## config.mk

```make
export PLATFORM = sky130hd
export DESIGN_NAME = mtm_ctrl
export DESIGN_NICKNAME = d
export VERILOG_FILES = /design/src/rtl/core/mtm_pkg.sv /design/src/rtl/core/mtm_ctrl.sv
export SDC_FILE = /design/constraint.sdc
export NUM_CORES = 1
export LEC_CHECK = 0
export ABC_AREA = 1
export BUFFER_PORTS_ARGS = -buffer_cell sky130_fd_sc_hd__buf_2
export CAP_MARGIN = 25
export CORE_MARGIN = 3
export CORE_UTILIZATION = 50
export CTS_BUF_LIST = sky130_fd_sc_hd__clkbuf_4
export DETAILED_ROUTE_END_ITERATION = 7
export PLACE_DENSITY = 0.92
export SYNTH_ARGS = -nofsm -noshare
export SYNTH_HDL_FRONTEND = slang
export SYNTH_SLANG_ARGS = --single-unit
```

## constraint.sdc

```tcl
create_clock -name clk -period 2.5 [get_ports clk]
set_input_delay 0.5 -clock clk [delete_from_list [all_inputs] [get_ports clk]]
set_output_delay 0.5 -clock clk [all_outputs]
set_load 0.1 [all_outputs]
```

## src/rtl/core/mtm_pkg.sv

```systemverilog
// ============================================================================
// mtm_pkg
// Shared types, opcodes and datapath command encodings for the
// memory-to-memory processor core.
// ============================================================================
`default_nettype none

package mtm_pkg;

  typedef struct packed {
    logic [1:0]  kind;
    logic [15:0] address;
    logic [15:0] value;
    logic [15:0] port_data;
  } in_item_t;

  typedef struct packed {
    logic [2:0]  status;
    logic [15:0] next_pc;
    logic [1:0]  event_res;
    logic [15:0] event_port;
    logic [15:0] event_value;
    logic [15:0] read_data;
  } out_item_t;

  // item kinds
  localparam logic [1:0] KIND_LDC = 2'd0;
  localparam logic [1:0] KIND_LDD = 2'd1;
  localparam logic [1:0] KIND_EXE = 2'd2;
  localparam logic [1:0] KIND_RDD = 2'd3;

  // stop codes
  localparam logic [2:0] ST_RUN   = 3'd0;
  localparam logic [2:0] ST_HALT  = 3'd1;
  localparam logic [2:0] ST_UNK   = 3'd2;
  localparam logic [2:0] ST_MODE  = 3'd3;
  localparam logic [2:0] ST_DIV0  = 3'd4;
  localparam logic [2:0] ST_PCLIM = 3'd5;

  // port events
  localparam logic [1:0] EV_NONE  = 2'd0;
  localparam logic [1:0] EV_WRITE = 2'd1;
  localparam logic [1:0] EV_READ  = 2'd2;
  localparam logic [1:0] EV_SLEEP = 2'd3;

  // operand modes
  localparam logic [1:0] MODE_DIR = 2'd0;
  localparam logic [1:0] MODE_IMM = 2'd1;
  localparam logic [1:0] MODE_STK = 2'd2;
  localparam logic [1:0] MODE_BAD = 2'd3;

  // opcodes
  localparam logic [7:0] OP_NOP   = 8'h00;
  localparam logic [7:0] OP_MOV   = 8'h01;
  localparam logic [7:0] OP_PUSH  = 8'h02;
  localparam logic [7:0] OP_POP   = 8'h03;
  localparam logic [7:0] OP_SUB   = 8'h04;
  localparam logic [7:0] OP_ADD   = 8'h05;
  localparam logic [7:0] OP_MUL   = 8'h06;
  localparam logic [7:0] OP_DIV   = 8'h07;
  localparam logic [7:0] OP_MOD   = 8'h08;
  localparam logic [7:0] OP_EQ    = 8'h09;
  localparam logic [7:0] OP_NEQ   = 8'h0A;
  localparam logic [7:0] OP_LT    = 8'h0B;
  localparam logic [7:0] OP_GT    = 8'h0C;
  localparam logic [7:0] OP_LAND  = 8'h0D;
  localparam logic [7:0] OP_AND   = 8'h0E;
  localparam logic [7:0] OP_OR    = 8'h0F;
  localparam logic [7:0] OP_JMP   = 8'h10;
  localparam logic [7:0] OP_JMPR  = 8'h11;
  localparam logic [7:0] OP_OUT   = 8'h12;
  localparam logic [7:0] OP_IN    = 8'h13;
  localparam logic [7:0] OP_SLEEP = 8'h14;
  localparam logic [7:0] OP_SSP   = 8'h15;
  localparam logic [7:0] OP_MSS   = 8'h16;
  localparam logic [7:0] OP_PUSHS = 8'h17;
  localparam logic [7:0] OP_POPS  = 8'h18;
  localparam logic [7:0] OP_MSET  = 8'h19;
  localparam logic [7:0] OP_MMOV  = 8'h1A;
  localparam logic [7:0] OP_HALT  = 8'hFF;
  localparam logic [7:0] OP_LAST  = OP_MMOV;

  // words kept clear of the top of the code store
  localparam int PC_GUARD = 10;

  typedef enum logic [1:0] {DOP_NONE, DOP_RD, DOP_WR, DOP_PUT} dop_t;

  typedef enum logic [3:0] {
    DA_CLR, DA_ITEM, DA_SP, DA_OPND, DA_TOP, DA_A, DA_B, DA_BDST, DA_BSRC
  } dsel_t;

  typedef enum logic [3:0] {
    WD_ZERO, WD_ITEM, WD_TOPDEC, WD_TOPINC, WD_V0, WD_V1, WD_ALU, WD_PDATA, WD_RDATA
  } wsel_t;

  typedef enum logic [1:0] {DD_NONE, DD_TOP, DD_V} ddst_t;

  typedef enum logic [1:0] {RES_PLAIN, RES_READ, RES_EXEC} res_t;

  typedef struct packed {
    logic       clr;
    logic       accept;
    logic       item_cwr;
    logic       crd;
    logic [2:0] cidx;
    dop_t       dop;
    dsel_t      dsel;
    wsel_t      wsel;
    ddst_t      ddst;
    logic [1:0] opk;
    logic       blk_init;
    logic       blk_step;
    logic       div_start;
    logic       out_ld;
    res_t       res;
    logic [2:0] fault;
  } cmd_t;

  typedef struct packed {
    logic       clr_last;
    logic       out_free;
    logic       stopped;
    logic [7:0] op;
    logic [7:0] modes;
    logic       v1_zero;
    logic       blk_end;
    logic       blk_ok;
    logic       div_busy;
  } sts_t;

  function automatic logic [1:0] mode_of(input logic [7:0] modes, input logic [1:0] k);
    logic [1:0] m;
    case (k)
      2'd0:    m = modes[7:6];
      2'd1:    m = modes[5:4];
      2'd2:    m = modes[3:2];
      default: m = modes[1:0];
    endcase
    return m;
  endfunction

endpackage

`default_nettype wire

```

## src/rtl/core/mtm_ctrl.sv

```systemverilog
// ============================================================================
// mtm_ctrl
// Sequencer: store clearing, item handling and per-opcode micro-steps.
// ============================================================================
`default_nettype none

module mtm_ctrl (
  input  wire logic          clk,
  input  wire logic          rst_n,
  input  wire logic          in_valid,
  input  wire logic [1:0]    in_kind,
  output logic               in_ready,
  input  wire mtm_pkg::sts_t sts,
  output mtm_pkg::cmd_t      cmd
);

  import mtm_pkg::*;

  typedef enum logic [3:0] {
    S_CLR, S_IDLE, S_RDW, S_FETCH, S_FLAST, S_DEC, S_SPDEC, S_GETV, S_GLAST,
    S_EX1, S_EX2, S_EX3, S_DIV, S_BLK, S_MOVW, S_FIN
  } state_t;

  state_t     state_r, state_nxt;
  logic [2:0] cnt_r, cnt_nxt;
  logic [2:0] fault_r, fault_nxt;
  logic [1:0] m0, m1, m2, m3;
  logic       bad;

  assign m0 = sts.modes[7:6];
  assign m1 = sts.modes[5:4];
  assign m2 = sts.modes[3:2];
  assign m3 = sts.modes[1:0];

  // mode fault on operands the opcode uses; jumps check later
  always_comb begin
    unique case (sts.op) inside
      OP_PUSH, OP_POP, OP_SLEEP, OP_SSP: bad = (m0 == MODE_BAD);
      OP_MSS: bad = (m0 == MODE_BAD) || (m1 == MODE_BAD) ||
                    (m2 == MODE_BAD) || (m3 == MODE_BAD);
      OP_MSET, OP_MMOV: bad = (m0 == MODE_BAD) || (m1 == MODE_BAD) || (m2 == MODE_BAD);
      OP_NOP, OP_JMP, OP_JMPR: bad = 1'b0;
      default: bad = (m0 == MODE_BAD) || (m1 == MODE_BAD);
    endcase
  end

  assign in_ready = (state_r == S_IDLE) &&
                    (sts.out_free || ((in_kind == KIND_EXE) && !sts.stopped));

  always_comb begin
    cmd       = '0;
    state_nxt = state_r;
    cnt_nxt   = cnt_r;
    fault_nxt = fault_r;
    unique case (state_r)
      S_CLR: begin
        cmd.clr = 1'b1;
        if (sts.clr_last) state_nxt = S_IDLE;
      end
      S_IDLE: begin
        if (in_valid && in_ready) begin
          cmd.accept = 1'b1;
          unique case (in_kind)
            KIND_LDC: begin
              cmd.item_cwr = 1'b1;
              cmd.out_ld   = 1'b1;
            end
            KIND_LDD: begin
              cmd.dop    = DOP_WR;
              cmd.dsel   = DA_ITEM;
              cmd.wsel   = WD_ITEM;
              cmd.out_ld = 1'b1;
            end
            KIND_RDD: begin
              cmd.dop   = DOP_RD;
              cmd.dsel  = DA_ITEM;
              state_nxt = S_RDW;
            end
            default: begin
              if (sts.stopped) begin
                cmd.out_ld = 1'b1;
              end else begin
                cnt_nxt   = '0;
                state_nxt = S_FETCH;
              end
            end
          endcase
        end
      end
      S_RDW: begin
        cmd.out_ld = 1'b1;
        cmd.res    = RES_READ;
        state_nxt  = S_IDLE;
      end
      S_FETCH: begin
        cmd.crd  = 1'b1;
        cmd.cidx = cnt_r;
        if (cnt_r == 3'd0) begin
          cmd.dop  = DOP_RD;
          cmd.dsel = DA_SP;
          cmd.ddst = DD_TOP;
        end
        cnt_nxt = cnt_r + 3'd1;
        if (cnt_r == 3'd4) state_nxt = S_FLAST;
      end
      S_FLAST: state_nxt = S_DEC;
      S_DEC: begin
        fault_nxt = ST_RUN;
        cnt_nxt   = '0;
        if (sts.op == OP_HALT) begin
          fault_nxt = ST_HALT;
          state_nxt = S_FIN;
        end else if (sts.op > OP_LAST) begin
          fault_nxt = ST_UNK;
          state_nxt = S_FIN;
        end else if (bad) begin
          fault_nxt = ST_MODE;
          state_nxt = S_FIN;
        end else if (sts.op == OP_PUSHS) begin
          state_nxt = S_SPDEC;
        end else begin
          state_nxt = S_GETV;
        end
      end
      S_SPDEC: begin
        cmd.dop   = DOP_WR;
        cmd.dsel  = DA_SP;
        cmd.wsel  = WD_TOPDEC;
        state_nxt = S_GETV;
      end
      S_GETV: begin
        cmd.dop  = DOP_RD;
        cmd.dsel = DA_OPND;
        cmd.ddst = DD_V;
        cmd.opk  = cnt_r[1:0];
        cnt_nxt  = cnt_r + 3'd1;
        if (cnt_r == 3'd3) state_nxt = S_GLAST;
      end
      S_GLAST: state_nxt = S_EX1;
      S_EX1: begin
        state_nxt = S_FIN;
        case (sts.op) inside
          OP_MOV: begin
            cmd.dop  = DOP_PUT;
            cmd.dsel = DA_OPND;
            cmd.wsel = WD_V1;
          end
          OP_PUSH: begin
            cmd.dop   = DOP_WR;
            cmd.dsel  = DA_SP;
            cmd.wsel  = WD_TOPDEC;
            state_nxt = S_EX2;
          end
          OP_POP, OP_POPS: begin
            cmd.dop   = DOP_RD;
            cmd.dsel  = DA_TOP;
            state_nxt = S_EX2;
          end
          OP_DIV, OP_MOD: begin
            if (sts.v1_zero) begin
              fault_nxt = ST_DIV0;
            end else begin
              cmd.div_start = 1'b1;
              state_nxt     = S_DIV;
            end
          end
          [OP_SUB:OP_OR]: begin
            cmd.dop  = DOP_PUT;
            cmd.dsel = DA_OPND;
            cmd.wsel = WD_ALU;
          end
          OP_JMP, OP_JMPR: begin
            if ((m1 == MODE_BAD) || (sts.v1_zero && (m0 == MODE_BAD))) begin
              fault_nxt = ST_MODE;
            end
          end
          OP_IN: begin
            cmd.dop  = DOP_PUT;
            cmd.dsel = DA_OPND;
            cmd.wsel = WD_PDATA;
          end
          OP_MSS: begin
            cmd.dop   = DOP_RD;
            cmd.dsel  = DA_B;
            state_nxt = S_EX2;
          end
          OP_PUSHS: begin
            cmd.dop   = DOP_RD;
            cmd.dsel  = DA_A;
            state_nxt = S_EX2;
          end
          OP_MSET, OP_MMOV: begin
            cmd.blk_init = 1'b1;
            state_nxt    = S_BLK;
          end
          default: ;
        endcase
      end
      S_EX2: begin
        state_nxt = S_FIN;
        case (sts.op) inside
          OP_PUSH: begin
            cmd.dop  = DOP_WR;
            cmd.dsel = DA_TOP;
            cmd.wsel = WD_V0;
          end
          OP_POP: begin
            cmd.dop   = DOP_PUT;
            cmd.dsel  = DA_OPND;
            cmd.wsel  = WD_RDATA;
            state_nxt = S_EX3;
          end
          OP_MSS: begin
            cmd.dop  = DOP_WR;
            cmd.dsel = DA_A;
            cmd.wsel = WD_RDATA;
          end
          OP_PUSHS: begin
            cmd.dop  = DOP_WR;
            cmd.dsel = DA_TOP;
            cmd.wsel = WD_RDATA;
          end
          OP_POPS: begin
            cmd.dop   = DOP_WR;
            cmd.dsel  = DA_A;
            cmd.wsel  = WD_RDATA;
            state_nxt = S_EX3;
          end
          OP_DIV, OP_MOD: begin
            cmd.dop  = DOP_PUT;
            cmd.dsel = DA_OPND;
            cmd.wsel = WD_ALU;
          end
          default: ;
        endcase
      end
      S_EX3: begin
        cmd.dop   = DOP_WR;
        cmd.dsel  = DA_SP;
        cmd.wsel  = WD_TOPINC;
        state_nxt = S_FIN;
      end
      S_DIV: begin
        if (!sts.div_busy) state_nxt = S_EX2;
      end
      S_BLK: begin
        if (sts.blk_end) begin
          state_nxt = S_FIN;
        end else if (sts.op == OP_MSET) begin
          if (sts.blk_ok) begin
            cmd.dop  = DOP_WR;
            cmd.dsel = DA_BDST;
            cmd.wsel = WD_V1;
          end
          cmd.blk_step = 1'b1;
        end else if (sts.blk_ok) begin
          cmd.dop   = DOP_RD;
          cmd.dsel  = DA_BSRC;
          state_nxt = S_MOVW;
        end else begin
          cmd.blk_step = 1'b1;
        end
      end
      S_MOVW: begin
        cmd.dop      = DOP_WR;
        cmd.dsel     = DA_BDST;
        cmd.wsel     = WD_RDATA;
        cmd.blk_step = 1'b1;
        state_nxt    = S_BLK;
      end
      S_FIN: begin
        if (sts.out_free) begin
          cmd.out_ld = 1'b1;
          cmd.res    = RES_EXEC;
          cmd.fault  = fault_r;
          state_nxt  = S_IDLE;
        end
      end
      default: state_nxt = S_IDLE;
    endcase
  end

  always_ff @(posedge clk) begin
    if (!rst_n) begin
      state_r <= S_CLR;
      cnt_r   <= '0;
      fault_r <= ST_RUN;
    end else begin
      state_r <= state_nxt;
      cnt_r   <= cnt_nxt;
      fault_r <= fault_nxt;
    end
  end

endmodule

`default_nettype wire

```

==> results of run 1 <==
## through the flow
| step | setup TNS, ns | cells | instance area, um^2 |
|---|---|---|---|
| after CTS | -0.0298 | 472 | 2860 |
| after detailed placement | -0.661 | 464 | 2740 |
| after global placement | -0.188 | 464 | 2740 |
| after floorplan | -5.09 | 316 | 1840 |
## logic make-up after synthesis
logic type	share of synthesized area, %
flip-flops	12.4
adder cells (fa/ha/maj)	2.32
AND/OR/NAND/NOR	52.6
buffers and inverters	15.2
AO/OA/AOI/OAI	17.6
## repair_timing
item	4_1_cts
pin swaps	14
setup endpoints to repair	6
buffers inserted	4
resized for setup	33
hold endpoints to repair	0
==> results.yml, run 1 <==
synth:
  synth-seq-cells: 10
  synth_top_area_share_pct: 19.0
  ys_top_cells_by_area: "nand2_1 19%, inv_1 13%, nor2_1 13%, dfxtp_1 12%, nand3_1 8.0%"
  synth_area_mm2: 0.00162
  synthTopCellsByCount: "82 x nand2_1, 57 x inv_1, 56 x nor2_1"
  synth_area_leader_cell: "nand2_1"
  synth_edf_count: 0
  syn_inst: 316
  ys.flop_type: "dfxtp_1"
  yosys_warnings: 0
  synth_most_common_cell: "nand2_1"
  synth_cell_type_count: 27
  yosysSeqAreaShare_pct: 12.4
  synthArstFlopShare_pct: 0
  syn_nets: 347
  syn_avg_cell_area_um2: 5.12
clock_tree:
  numCtsBuffers: 3
  cts-htree-levels: 1
  cts_num_sinks: 10
  cts_hold_buffers: 0
  cts_max_path_buffers: 2
  cts_root_buf: "clkbuf_4"
place:
  io_buffers: 58
  hpwlAfterDp_mm: 6.23
  dpl_worst_slack_ns: -0.273
  gp_congestion: 0.938
run_status:
  status: "aborted with a tool error"
  error: "[ERROR DPL-0038] Utilization greater than 100%, impossible to legalize"
  stop_stage: "global routing"
sta:
  worst_endpoint_kind: "top-level output"
  worstEndpointGrtRepair: "cmd[19]"
grt:
  grt_max_degree: 10
die:
  boundaryPins: 59
  fp-row-count: 20
  dieHeight_um: 62.9
  fp.dieW_um: 62.9
  initial_core_util_pct: 52.6
==> run 2: changes to the inputs <==
- CORE_UTILIZATION: 50 -> 35
- CTS_BUF_LIST: sky130_fd_sc_hd__clkbuf_4 -> unset
- PLACE_DENSITY: 0.92 -> unset
- PLACE_DENSITY_LB_ADDON: unset -> 0.15
==> results.yml, run 2 <==
sta:
  whs_ns: 0.465
  setup_viol: 0
  fmax_mhz: 415
  fin_tns_setup_ns: 0
  worst_slew_pin_slew_ns: 0.493
  finClkSkew_ns: 0.00763
  slew_headroom_pct: 67.4
  post-route-period-util_pct: 96.4
  timing.final.ws_setup_ns: 0.0901
  drv_slew: 0
  finalCriticalPeriod_ns: 2.41
  final-hold-violation-count: 0
die:
  fp-row-count: 24
  initial_core_util_pct: 36.6
  fp.dieW_um: 74.0
  core_mm2: 0.00441
  dieHeight_um: 74.0
  boundaryPins: 59
  die-area_mm2: 0.00547
clock_tree:
  cts_num_sinks: 10
  cts_root_buf: "clkbuf_8"
  cts_tree: "built"
  cts_hold_buffers: 0
  clk_latency_ns: 0.24
  numCtsBuffers: 3
  cts_max_path_buffers: 2
  clk_pin_slew_ns: 0.04
  cts-htree-levels: 1
synth:
  yosysSeqAreaShare_pct: 12.4
  synth_cell_type_count: 27
  synth_area_mm2: 0.00162
  synth_fa_ha_area_share_pct: 2.32
  synth_top_family_by_area: "simple AND/OR/NAND/NOR gates"
  synth_mux_area_share_pct: 0
  synthArstFlopShare_pct: 0
  synthTopCellsByCount: "82 x nand2_1, 57 x inv_1, 56 x nor2_1"
  yosys_warnings: 0
  synth_most_common_cell: "nand2_1"
  ys_top_cells_by_area: "nand2_1 19%, inv_1 13%, nor2_1 13%, dfxtp_1 12%, nand3_1 8.0%"
  synth_edf_count: 0
  syn_avg_cell_area_um2: 5.12
  syn_nets: 347
  synth_top_area_share_pct: 19.0
  ys.flop_type: "dfxtp_1"
  synthSimpleGateAreaFrac_pct: 52.6
  syn_inst: 316
  synth_xor_area_share_pct: 0
  synth-seq-cells: 10
  synth_area_leader_cell: "nand2_1"
  synth_compound_area_share_pct: 17.6
power_and_ir_drop:
  p_leak_nw: 1.62
  power_density_mw_per_mm2: 474
  vdd_ir_drop_max_v: 0.000358
  p_total_w: 0.00144
critical_path:
  start_kind: "flop"
  critical_path_peak_fanout: 5
  crit_arrival_ns: 1.91
  crit_required_ns: 2.00
  crit_type: "flop to primary output"
  cp-end-kind: "primary output"
routing:
  first_pass_iters: 5
  vias: 2440
  first_iter_violations: 131
  wl_per_cell_um: 12.3
  drt_wl_total_mm: 6.00
  drc: 0
  vias_per_cell: 4.99
  ant_nets: 0
grt:
  grt-ovfl-total: 0
  grt_max_degree: 13
  antenna_found_initial: 0
  track_usage_pct: 22.8
  grt_pass1_vias: 2307
  grt_pass1_wl_mm: 9.95
layout:
  biggestRegsByFlops: "state_r (4), cnt_r (3), fault_r (3)"
  fin_cells: 489
  nets: 469
  largest_register: "state_r"
  largest_reg_flops: 4
  nFillCells: 399
  mostFrequentLayoutCells: "67 x nand2_1, 58 x buf_4, 41 x buf_2"
  layout_commonest_cell: "nand2_1"
  area_growth_pct: 88.3
  drive_above_1_share_pct: 48.7
  diodes: 0
place:
  gp_congestion: 0.857
  io_buffers: 58
  dpl.cell_count: 477
  hpwlAfterDp_mm: 4.94
  dpl_worst_slack_ns: -0.143
worst_hold_path:
  min_path_type: "flop to flop"
job:
  drv_cap: 0
run_status:
  status: "finished clean"
==> run 2: what timing repair did <==
action                                  in CTS  in global routing
endpoints found under the setup margin       5                  5
endpoints found under the hold margin        0                  0
setup buffers                                5                  5
gates resized for setup                     14                 48
pin swaps                                    5                 16
cloned                                       0                  0
==> run 2: path summary, 6_finish.rpt <==
path	startpoint	end	slack, ns	cells past startpoint
hold reg to reg	fault_r[2]	fault_r[2]	0.47	2
setup / recovery	state_r[1]	cmd[19]	0.09	12
hold / removal	fault_r[2]	fault_r[2]	0.47	2
setup reg to reg	state_r[1]	state_r[0]	0.65	10
==> run 2: area by class of cell <==
| type | count | area, um^2 | share of cell area, % |
|---|---|---|---|
| clock buffer | 4 | 55.1 | 1.81 |
| inverter | 60 | 260 | 8.54 |
| multi-input combinational | 243 | 1450 | 47.7 |
| sequential | 10 | 213 | 6.98 |
| tap | 52 | 65.1 | 2.14 |
| timing repair buffer | 120 | 1000 | 32.8 |
==> run 2: where the power goes <==
| group | switching [W] | internal (W) | total (W) |
|---|---|---|---|
| clock network | 0.0000667 | 0.000139 | 0.000205 |
| registers | 0.0000329 | 0.000196 | 0.000229 |
| logic | 0.000709 | 0.000301 | 0.00101 |
| total | 0.000809 | 0.000636 | 0.00144 |
==> run 2: cell families after synthesis <==
kind of cell               count (synthesis)
AOI/OAI and AO/OA                         49
adders and majority gates                  3
buffers and inverters                     63
DFF                                       10
and+or+nand+nor                          191
==> run 2: layer usage <==
| metal | vias to the layer above | global-route usage (%) | wire length (um) |
|---|---|---|---|
| li1 | 1255 | - | - |
| met1 | 1092 | 28.8 | 2500 |
| met2 | 83 | 41.2 | 2980 |
| met3 | 10 | 2.84 | 433 |
| met4 | 0 | 5.03 | 83 |
| met5 | - | 0 | 0 |
==> run 2: per-stage QoR <==
step / cell area [um^2] / utilization (%)
final: 3050 / 69.0
after global routing: 3050 / 69.0
after CTS: 2920 / 66.1
after detailed placement: 2800 / 63.4
after global placement: 2800 / 63.4
after floorplan: 1840 / -
==> run 2: critical path: stages, from the launching register on <==
cell and delay (ns):
dfxtp_4 0.37, nor2_8 0.14, nand2_2 0.09, nor2_4 0.10, inv_2 0.05, nor2_2 0.10
nand2_2 0.07, inv_2 0.07, nor2_4 0.04, buf_6 0.12, buf_4 0.12, o211ai_1 0.13
clkbuf_16 0.26
No activity file was read; power rests on OpenSTA's default activity.
==> run 3: changes to the inputs <==
- SETUP_SLACK_MARGIN: unset -> 0.3
==> results.yml, run 3 (synthesis gave the netlist of run 2 again) <==
critical_path:
  crit_top_cell: "buf_6"
  r2r_start: "state_r[1]"
  start_kind: "primary input"
  crit_chain: "buf_6 > inv_4 > buf_4 > nand2_4 > nor2_1 > nand2_2 > inv_2 > buf_6 > o21ai_1 > nand3_1 > a21oi_2 > nand4_1 > buf_12"
  reg2reg_depth: 10
  reg2reg_to: "state_r[0]"
  crit_arrival_ns: 2.05
  path_buf_inv: 6
  crit_type: "primary input to primary output"
  crit_path_end: "cmd[18]"
  r2r_slack_ns: 0.37
  slowest_delay_ns: 0.22
  crit_cells: 13
  cp_top_family: "buffers and inverters"
  crit_required_ns: 2.00
  startpoint: "sts[12]"
  cp_slowest_cell: "buf_12"
  cp-end-kind: "primary output"
  critical_path_peak_fanout: 4
sta:
  final-hold-violation-count: 0
  timing.final.ws_setup_ns: -0.0467
  setup_viol: 2
  post-route-period-util_pct: 102
  fmax_mhz: 393
  fin_tns_setup_ns: -0.0518
  slew_headroom_pct: 67.7
  finalCriticalPeriod_ns: 2.55
  rsz0062_at_grt: "yes"
  worst_slew_pin_slew_ns: 0.488
  finClkSkew_ns: 0.00175
  drv_slew: 0
power_and_ir_drop:
  vdd_ir_drop_max_v: 0.000346
  p_total_w: 0.00157
  p_leak_nw: 1.83
  power_density_mw_per_mm2: 440
layout:
  largest_reg_flops: 4
  nets: 495
  mostFrequentLayoutCells: "74 x buf_4, 57 x nand2_1, 37 x inv_1"
  largest_register: "state_r"
  fin_util_pct: 81.0
  area_growth_pct: 121
  diodes: 0
  layout_commonest_cell: "buf_4"
  drive_above_1_share_pct: 57.5
  biggestRegsByFlops: "state_r (4), cnt_r (3), fault_r (3)"
routing:
  wl_per_cell_um: 16.4
  ant_nets: 0
  vias_per_cell: 5.63
  vias: 2898
  drt_wl_total_mm: 8.45
  first_iter_violations: 352
  drc: 0
  first_pass_iters: 6
clock_tree:
  cts_root_buf: "clkbuf_8"
  cts_num_sinks: 10
  cts_tree: "built"
  clk_pin_slew_ns: 0.05
  cts_max_path_buffers: 2
  cts-htree-levels: 1
  clk_latency_ns: 0.24
  numCtsBuffers: 3
  cts_hold_buffers: 0
die:
  boundaryPins: 59
  fp.dieW_um: 74.0
  die-area_mm2: 0.00547
  core_mm2: 0.00441
  fp-row-count: 24
  initial_core_util_pct: 36.6
  dieHeight_um: 74.0
run_status:
  status: "finished with violations"
  violations: "setup timing"
grt:
  grt_pass1_vias: 2569
  grt_max_degree: 8
  antenna_found_initial: 0
  grt-ovfl-total: 0
  grt_pass1_wl_mm: 11.2
  track_usage_pct: 25.7
job:
  drv_cap: 0
worst_hold_path:
  worstHoldStart: "fault_r[2]"
  hold-path-cell-count: 2
  min_path_type: "flop to flop"
place:
  gp_congestion: 0.885
  dpl_worst_slack_ns: -0.191
  io_buffers: 58
  hpwlAfterDp_mm: 4.94
## run 3: cell count changes in the layout (fill, tap and decap cells not counted), sizes merged
| cell | delta |
|---|---|
| buf | +24 |
| clkbuf | +2 |
| clkinv | +1 |
| inv | -1 |
## run 3: layout make-up
| cell class | count | area (um^2) |
|---|---|---|
| multi-input combinational | 243 | 1620 |
| tap | 52 | 65.1 |
| clock buffer | 4 | 55.1 |
| fill | 266 | 838 |
| sequential | 10 | 213 |
| timing repair buffer | 146 | 1330 |
| inverter | 60 | 293 |
## run 3: through the flow
step                cell area (um^2)  cells  hold WS, ns
floorplan                       1890    316        0.439
global placement                2870    480        0.456
detailed placement              2870    480        0.474
CTS                             3340    509        0.482
global route                    3580    515        0.520
finish                          3580    515        0.487
## run 3: repair_timing
item	CTS	global route
pin swaps	29	17
gates cloned	0	0
endpoints found under the setup margin	22	17
resized for setup	82	54
setup buffers	25	6
## run 3: how the worst min path moves through the flow
stage,endpoint
2_1_floorplan,fault_r[2]
3_3_place_gp,fault_r[2]
3_5_place_dp,fault_r[2]
4_1_cts,fault_r[2]
5_1_grt,fault_r[2]
6_report,fault_r[2]
## run 3: routing by layer
metal / track usage (%) / vias up / wire [um]
li1: - / 1309 / -
met1: 30.5 / 1286 / 2960
met2: 45.4 / 236 / 3920
met3: 5.14 / 67 / 1020
met4: 9.86 / 0 / 555
met5: 0 / - / 0
## run 3: report_power, final
group	total (W)	switching (W)	internal, W
registers	0.000226	0.0000297	0.000196
logic	0.00114	0.000785	0.000360
clock network	0.000203	0.0000644	0.000138
total	0.00157	0.000879	0.000695
## run 3: worst register-to-register path: cells and delay by family (launching register included)
kind	cells	cell delay, ns
compound gates	2	0.24
simple gates	5	1.00
buf+inv	3	0.39
flops	1	0.36
